--- config.mk ---
export PLATFORM = sky130hd
export DESIGN_NAME = oksr_cell
export DESIGN_NICKNAME = d
export VERILOG_FILES = /design/src/sv/oksr_pkg.sv /design/src/sv/oksr_cell.sv
export SDC_FILE = /design/constraint.sdc
export NUM_CORES = 1
export LEC_CHECK = 0
export BUFFER_PORTS_ARGS = -buffer_cell sky130_fd_sc_hd__buf_2
export CELL_PAD_IN_SITES_DETAIL_PLACEMENT = 1
export CELL_PAD_IN_SITES_GLOBAL_PLACEMENT = 1
export CORE_ASPECT_RATIO = 2
export CORE_UTILIZATION = 39
export DETAILED_ROUTE_END_ITERATION = 10
export GPL_TIMING_DRIVEN = 0
export PLACE_DENSITY = 0.81
export SLEW_MARGIN = 0
export SYNTH_ARGS = -nofsm -noshare
export SYNTH_HDL_FRONTEND = slang
export SYNTH_SLANG_ARGS = --single-unit
export TNS_END_PERCENT = 50
--- constraint.sdc ---
create_clock -name clk -period 2.52 [get_ports clk]
set_input_delay 0 -clock clk [delete_from_list [all_inputs] [get_ports clk]]
set_output_delay 0 -clock clk [all_outputs]
set_load 0.1 [all_outputs]
--- src/sv/oksr_pkg.sv ---
// Shared types and constants for the ordered key set rank block.
package oksr_pkg;

	localparam int CAPACITY = 1024;
	localparam int KEY_W    = 60;
	localparam int RANK_W   = 11;
	localparam int CNT_W    = $clog2(CAPACITY + 1);

	localparam logic KIND_INSERT = 1'b0;
	localparam logic KIND_QUERY  = 1'b1;

	typedef struct packed {
		logic             kind;
		logic [KEY_W-1:0] key;
	} req_t;

	typedef struct packed {
		logic [RANK_W-1:0] rank;
		logic              dropped;
	} rsp_t;

	// Token walking the cell chain.
	typedef struct packed {
		logic             vld;
		logic             kind;
		logic [KEY_W-1:0] key;
		logic [CNT_W-1:0] cnt;
		logic             hit;
		logic             placed;
		logic             dropped;
	} tok_t;

endpackage

--- src/sv/oksr_cell.sv ---
// One storage cell of the key chain: holds a key, updates and forwards the passing token.
module oksr_cell (
	input  logic          clk,
	input  logic          arst_n,
	input  logic          adv,
	input  oksr_pkg::tok_t prev,
	output oksr_pkg::tok_t next
);

	logic                       full_q;
	logic                       vld_q;
	logic [oksr_pkg::KEY_W-1:0] key_q;
	oksr_pkg::tok_t             tok_q;
	oksr_pkg::tok_t             tok_d;
	logic                       take;

	assign take = prev.vld && (prev.kind == oksr_pkg::KIND_INSERT) && !prev.dropped
		&& !prev.placed && !full_q;

	always_comb begin
		tok_d = prev;
		if (take) begin
			tok_d.placed = 1'b1;
		end
		if (prev.vld && (prev.kind == oksr_pkg::KIND_QUERY) && full_q) begin
			if (key_q >= prev.key) begin
				tok_d.cnt = prev.cnt + oksr_pkg::CNT_W'(1);
			end
			if (key_q == prev.key) begin
				tok_d.hit = 1'b1;
			end
		end
	end

	always_ff @(posedge clk or negedge arst_n) begin
		if (!arst_n) begin
			full_q <= 1'b0;
			vld_q  <= 1'b0;
		end else if (adv) begin
			vld_q <= prev.vld;
			if (take) begin
				full_q <= 1'b1;
			end
		end
	end

	always_ff @(posedge clk) begin
		if (adv) begin
			if (take) begin
				key_q <= prev.key;
			end
			tok_q <= tok_d;
		end
	end

	always_comb begin
		next     = tok_q;
		next.vld = vld_q;
	end

endmodule

== After elaboration in Yosys (flattened, before gate mapping) ==
Index checks and enable logic that the tools add are counted.

* Flip-flop bits (word level): 137
* Bits of input ports: 79
* Output and inout port bits: 76
* Word-level logic and storage cells: 26

* Add/sub/neg operators: 1
* Order comparisons: 1
* Equal/unequal tests: 1
* Multiplexer cells: 3
* Bitwise operators: 1
* Reduce and logical (&&, ||, !) cells: 10

{| class="wikitable"
|+ Operators by type and width
! kind !! count
|-
| $eq A60 B60 Y1 || 1
|-
| $ge A60 B60 Y1 || 1
|-
| $mux W12 || 1
|-
| $add A11 B1 Y11 const B || 1
|-
| $mux W11 || 1
|-
| $logic_and A1 B1 Y1 || 6
|-
| $logic_not A1 Y1 || 3
|-
| $reduce_and A2 Y1 || 1
|-
| $mux W1 || 1
|-
| $not A1 Y1 || 1
|}

== Depth between registers and ports, before layout ==
Gate-level depths: netlist of run 1.

* Depth after elaboration: 6
* Depth in mapped cells: 11
* Depth with buffers taken out: 10

== Worst setup path before layout of run 1 ==
No wires, ideal clock.

* Path kind: register to register
* From: reg full_q
* To: reg key_q[0] (netlist bit), enable pin
* Setup time: 425 ps
* Data arrival time: 2182 ps
* Data required time: 2095 ps
* Setup slack: -87 ps
* Cell stages (with the launch flop): 3
* Buffers on the path: 0
* Clock period less this slack: 2607 ps
* Cell sequence: dfrtp_1 > nor4b_1 > and3b_1

* Longest elaborated chain between the ends: 3

{| class="wikitable"
|+ RTL lines
! element !! line !! RTL
|-
| start, declared || oksr_cell.sv:10 || <nowiki>logic full_q;</nowiki>
|-
| start signal, assigned || oksr_cell.sv:37 || <nowiki>full_q <= 1'b0;</nowiki>
|-
| start signal, assigned || oksr_cell.sv:42 || <nowiki>full_q <= 1'b1;</nowiki>
|-
| $logic_not A1 Y1 || oksr_cell.sv:18 || <nowiki>&& !prev.placed && !full_q;</nowiki>
|-
| $logic_and A1 B1 Y1 || oksr_cell.sv:18 ||
|-
| $reduce_and A2 Y1 (no line) || - ||
|-
| end signal, assigned || oksr_cell.sv:50 || <nowiki>key_q <= prev.key;</nowiki>
|-
| end, declared || oksr_cell.sv:12 || <nowiki>logic [oksr_pkg::KEY_W-1:0] key_q;</nowiki>
|}

Every way passes these cells.
A chain may end at the register's enable or synchronous reset.

==> run_results.csv, run 1 <==
group,metric,value,unit
status,status,"complete, but fails checks",
status,violations,"negative setup slack",
global_routing,track_usage,0.2175,
clock_tree,clkSinkCount,137,
clock_tree,cts_max_level,4,
synth,synth_nets,529,
worst_setup_path,critical_path.max_fanout,3,
clock_tree,clk_pin_slew,0.06,ns
routing,drt_first_pass_iters,4,
worst_setup_path,reg2reg_depth,7,
finish,design_area,8600,µm²
synth,yosys.cell_types.count,36,
clock_tree,cts_tree,"yes",
pwr,peakVddDrop,0.6999,mV
finish,finish.utilization,0.5772,
synth,synth_edf_count,135,
clock_tree,clk_latency,0.42,ns
min_path,min_from,"adv",
worst_setup_path,end_kind,"register",
floorplanning,die_h,176.7,µm
routing,wl_per_cell,19.19,µm
finish,final_layout_size_suffix_gt1_frac,0.3283,
job,maxCapViolCount,0,
synth,yosysWarnings,0,
placement,post_dp_cell_area,6969,µm²
global_routing,overflow,0,
synth,ys.flop_type,"edfxtp_1",
synth,synth_top_area_cell,"edfxtp_1",
finish,syn2layout_area_growth,44.51,%
floorplanning,row_count,63,
synth,syn_avg_cell_area,15.30,µm²
timing,hold_viol,0,
synth,synthTopCellsByArea,"edfxtp_1 68%, ha_1 13%, inv_1 4.0%",
worst_setup_path,path_cells,"ha_1, nand4_1, nor4_4, nand3_2, o311ai_4, buf_4, mux2_2",
routing,vias_per_cell,4.915,
placement,hpwl,10060,µm
global_routing,grt_max_degree,78,
clock_tree,ctsLongestPathBuffers,2,
routing,drtIter0Drc,123,
synth,syn_area,5951,µm²
timing,rsz0062_at_grt,"yes",
synth,synth.ff_latch_count,137,
worst_setup_path,r2r_end,"next[4]",
pwr,leakagePower,3.683,nW
timing,fin_tns_setup,-0.2448,ns
routing,vias,4197,
routing,postRouteAntennaNets,0,
worst_setup_path,slowest_delay,0.43,ns
worst_setup_path,crit_slowest_cell,"nor4_4",
worst_setup_path,cp_top_family,"simple AND/OR/NAND/NOR gates",
global_routing,grt_pass1_vias,4804,
clock_tree,cts.root.buffer_cell,"clkbuf_16",
timing,fin_crit_sh,1.030,
synth,yosysMostFrequentCell,"edfxtp_1",
timing,fin_crit,2.595,ns
placement,pre_cts_ws,-0.2071,ns
finish,fin_nets,785,
finish,fillers,1472,
placement,gp_congestion,0.7271,
floorplanning,die_area,15790,µm²
timing,worst_pin_slew,1.033,ns
timing,setup_ws,-0.07508,ns
worst_setup_path,crit_type,"reg -> reg",
worst_setup_path,rr_startpoint,"key_q[46]",
worst_setup_path,rrSetupSlack,-0.08,ns
floorplanning,start_util,0.3994,
floorplanning,coreArea,14900,µm²
floorplanning,die_x,89.35,µm
global_routing,antenna_found_initial,1,
pwr,p_per_area,770.1,nW/µm²
timing,max_freq,0.3853,GHz
placement,portBuffers,154,
routing,drc,0,
timing,holdWs,0.3066,ns
min_path,worstHoldPathCells,1,
synth,ys_seq_area_frac,0.6897,
synth,async_flop_share,0.01460,
synth,ys_top_cells_by_count,"135 x edfxtp_1, 63 x inv_1, 61 x ha_1",
timing,skew,0.01091,ns
timing,slew_headroom,0.3113,
worst_setup_path,cp-start-kind,"register",
global_routing,grt_pass1_wl,24480,µm
clock_tree,cts_made_buffers,17,
timing,setup_viol,7,
worst_setup_path,cp_num_buf_inv,1,
floorplanning,pin_count,155,
timing,slew_viol_final,0,
worst_setup_path,cp.arrival,2.76,ns
routing,routed_wl,16380,µm
worst_setup_path,required,2.69,ns
synth,synthCells,389,
synth,yosysTopAreaCellShare,0.6812,
min_path,hold_path.class,"in -> reg",
min_path,hold-path-endpoint,"next[57]",
==> layout make-up <==
| class | count | area [µm²] | share of cell area |
|---|---|---|---|
| Sequential cell | 137 | 4104 | 0.4772 |
| Multi-Input combinational cell | 187 | 1753 | 0.2038 |
| Timing Repair Buffer | 237 | 1608 | 0.1870 |
| Clock buffer | 18 | 429.2 | 0.04991 |
| Tap cell | 195 | 244.0 | 0.02837 |
| Inverter | 63 | 236.5 | 0.02750 |
| Clock inverter | 14 | 203.9 | 0.02372 |
| Buffer | 2 | 18.77 | 0.002182 |
| Antenna cell | 1 | 2.502 | 0.0002910 |
==> through the flow <==
step | total power [W] | cells
2_1_floorplan | 0.003570 | 389
3_3_place_gp | 0.003799 | 738
3_5_place_dp | 0.003837 | 738
4_1_cts | 0.006627 | 851
5_1_grt | 0.006815 | 854
6_report | 0.006622 | 854
==> timing repair <==
item                                    4_1_cts  5_1_grt
pin swaps                                     6       10
hold endpoints to repair                    138        0
buffers inserted                              2        1
hold buffers                                 78        0
endpoints found under the setup margin       11       11
gates resized for setup                      12        7
gates cloned                                  1        0
==> registers in the layout, summed over array words and instances (netlist names) <==
name	flops
full_q	1
key_q	60
next	75
vld_q	1
==> cell families (layout without fill, tap and decap cells) <==
kind of cell,count (synthesis),count (layout),share of synthesized area
compound gates,51,51,0.05278
fa+ha+maj,61,61,0.1283
flops,137,137,0.6897
simple gates,63,63,0.06791
xor+xnor,10,10,0.01472
other cells,0,1,0
mux,2,2,0.003784
buf+inv,65,334,0.04289
==> worst max-delay path by stage <==
| stage | start | cells after the start | endpoint | slack [ns] |
|---|---|---|---|---|
| after global placement | adv | 2 | key_q[29] | -0.57 |
| final | key_q[46] | 7 | next[4] | -0.08 |
| after floorplan | key_q[57] | 9 | next[8] | 0.27 |
| after detailed placement | key_q[58] | 8 | next[10] | -0.21 |
| after CTS | key_q[46] | 8 | next[10] | -0.08 |
| after global routing | key_q[50] | 8 | next[10] | -0.18 |
==> power breakdown <==
group	total (W)	switching, W	leakage, nW	internal [W]
Combinational	0.00126	0.000976	2.08	0.000285
Sequential	0.00267	0.0000360	1.30	0.00263
Clock	0.00269	0.000948	0.302	0.00174
Total	0.00662	0.00196	3.68	0.00466
==> layout by cell type, fill, tap and decap left out, types with 3 or more instances in the layout <==
cell type and instances:
a21o_1 5, a21oi_1 23, and3_1 5, buf_2 153
buf_4 5, bufinv_16 5, clkbuf_16 17, clkinv_1 3
dlygate4sd3_1 78, edfxtp_1 135, ha_1 54, ha_4 7
inv_1 63, nand2_1 12, nand3_1 7, nand4_1 17
nand4_4 4, nor2_1 4, nor3_1 3, o21ai_0 7
xnor2_1 9
==> metal layers <==
| metal | global-route usage | share of wire | vias up |
|---|---|---|---|
| met1 | 0.1941 | 0.32 | 2076 |
| li1 | - | - | 1968 |
| met3 | 0.04944 | 0.035 | 31 |
| met5 | 0 | 0 | - |
| met4 | 0.1032 | 0.032 | 0 |
| met2 | 0.4307 | 0.61 | 122 |
No activity file was read; power rests on OpenSTA's default activity.
==> inputs of run 2 (changes only) <==
- SKIP_CTS_REPAIR_TIMING: not set -> 1
==> run 2 against run 1 <==
Net effect:
- the flow still finishes with violations (negative setup slack)
- total power is 0.14% lower
- hold slack got worse by 0.0071 ns
- final cell count down 0.23%
- count of clock-buffer cells in the layout did not move
- clock power is essentially flat
- non-clock buffer count decreased by 1
- first-iteration DRC count up 26%
- sequential share of layout area increased by 0.51 points
- critical endpoint is now next[10]
==> run_results.csv, run 2 (synthesis gave the netlist of run 1 again) <==
group,metric,value,unit
placement,portBuffers,154,
timing,rsz0062_at_grt,"yes",
timing,worst_pin_slew,1.024,ns
timing,slew_viol_final,0,
timing,fin_crit_sh,1.057,
worst_setup_path,crit_type,"reg -> reg",
placement,hpwl,10060,µm
routing,postRouteAntennaNets,0,
global_routing,antenna_found_initial,0,
finish,mostFrequentLayoutCells,"153 x buf_2, 135 x edfxtp_1, 78 x dlygate4sd3_1",
clock_tree,cts.root.buffer_cell,"clkbuf_16",
routing,drtIter0Drc,155,
clock_tree,clk_pin_slew,0.06,ns
routing,dr_wl_met2,9848,µm
global_routing,grt_pass1_vias,4262,
routing,vias_per_cell,4.918,
pwr,leakagePower,3.686,nW
routing,wl_per_cell,18.91,µm
finish,largest_reg_flops,75,
min_path,hold_path.class,"in -> reg",
clock_tree,cts_max_level,4,
finish,final_common_cell,"buf_2",
timing,holdWs,0.2995,ns
placement,place_inst,738,
placement,gp_congestion,0.7271,
timing,setup_ws,-0.1441,ns
routing,drt-met1-wl,5293,µm
finish,fin_nets,784,
routing,dr_wl_met3,547,µm
clock_tree,cts_tree,"yes",
floorplanning,start_util,0.3994,
job,maxCapViolCount,0,
worst_setup_path,required,2.68,ns
finish,instances_no_fill,852,
routing,vias,4190,
timing,hold_viol,0,
floorplanning,die_area,15790,µm²
worst_setup_path,critical_path.max_fanout,5,
routing,topRoutingLayerUsed,"met4",
floorplanning,row_count,63,
finish,syn2layout_area_growth,42.98,%
clock_tree,clkSinkCount,137,
timing,max_freq,0.3754,GHz
pwr,peakVddDrop,0.7703,mV
timing,fin_crit,2.664,ns
status,violations,"negative setup slack",
worst_setup_path,reg2reg_depth,9,
worst_setup_path,cp.arrival,2.82,ns
clock_tree,clk_latency,0.42,ns
global_routing,track_usage,0.1854,
timing,setup_viol,10,
floorplanning,coreArea,14900,µm²
pwr,p_per_area,777.2,nW/µm²
routing,drt_first_pass_iters,4,
worst_setup_path,end_kind,"register",
clock_tree,cts_made_buffers,17,
finish,insertedDiodeCount,0,
floorplanning,pin_count,155,
global_routing,grt_max_degree,78,
routing,routed_wl,16110,µm
routing,drc,0,
timing,fin_tns_setup,-1.002,ns
min_path,worstHoldPathCells,1,
clock_tree,ctsLongestPathBuffers,2,
status,status,"complete, but fails checks",
finish,final_layout_size_suffix_gt1_frac,0.3212,
floorplanning,die_x,89.35,µm
timing,slew_headroom,0.3170,
global_routing,grt_pass1_wl,21120,µm
timing,skew,0.007518,ns
floorplanning,die_h,176.7,µm
global_routing,overflow,0,
worst_setup_path,cp-start-kind,"register",
[run 2: worst paths after layout]
kind / startpoint / end / slack [ns]
setup / recovery: key_q[23] / next[10] / -0.14
hold / removal: adv / next[50] / 0.30
setup reg to reg: key_q[23] / next[10] / -0.14
hold reg to reg: full_q / full_q / 0.52
max in group asynchronous: arst_n / vld_q / 1.90
min in group asynchronous: arst_n / full_q / 0.49
[run 2: per-stage QoR]
step / total power (W) / util / area, µm² / worst slack, ns
after global routing: 0.006798 / 0.5711 / 8508 / -0.2110
after global placement: 0.003799 / 0.4676 / 6967 / -0.5709
final: 0.006613 / 0.5711 / 8508 / -0.1441
after floorplan: 0.003570 / - / 5952 / 0.2732
after CTS: 0.006518 / 0.5103 / 7602 / -0.2223
after detailed placement: 0.003837 / 0.4678 / 6969 / -0.2071
[run 2: layer usage]
metal | vias up | global-route usage
li1 | 1963 | -
met5 | - | 0
met3 | 26 | 0.04618
met4 | 0 | 0.06812
met1 | 2082 | 0.1705
met2 | 119 | 0.3690
[run 2: layout make-up]
cell class,instances,area [µm²]
Buffer,2,18.77
Clock buffer,18,429.2
Clock inverter,14,203.9
Fill cell,1481,6390
Inverter,63,236.5
Multi-Input combinational cell,187,1675
Sequential cell,137,4104
Tap cell,195,244.0
Timing Repair Buffer,236,1597
[run 2: critical path, cell delays in order, from the launching register on]
cell and delay [ns]:
edfxtp_1 0.46, ha_4 0.32, nand4_1 0.18, nor4_4 0.45, o31ai_1 0.14, a31o_2 0.28
o311ai_4 0.11, buf_6 0.17, nand4_1 0.13, xnor2_1 0.18
[run 2: report_power, final]
group / total, W / internal (W) / switching, W
Combinational: 0.00125 / 0.000277 / 0.000968
Clock: 0.00270 / 0.00174 / 0.000956
Sequential: 0.00267 / 0.00263 / 0.0000350
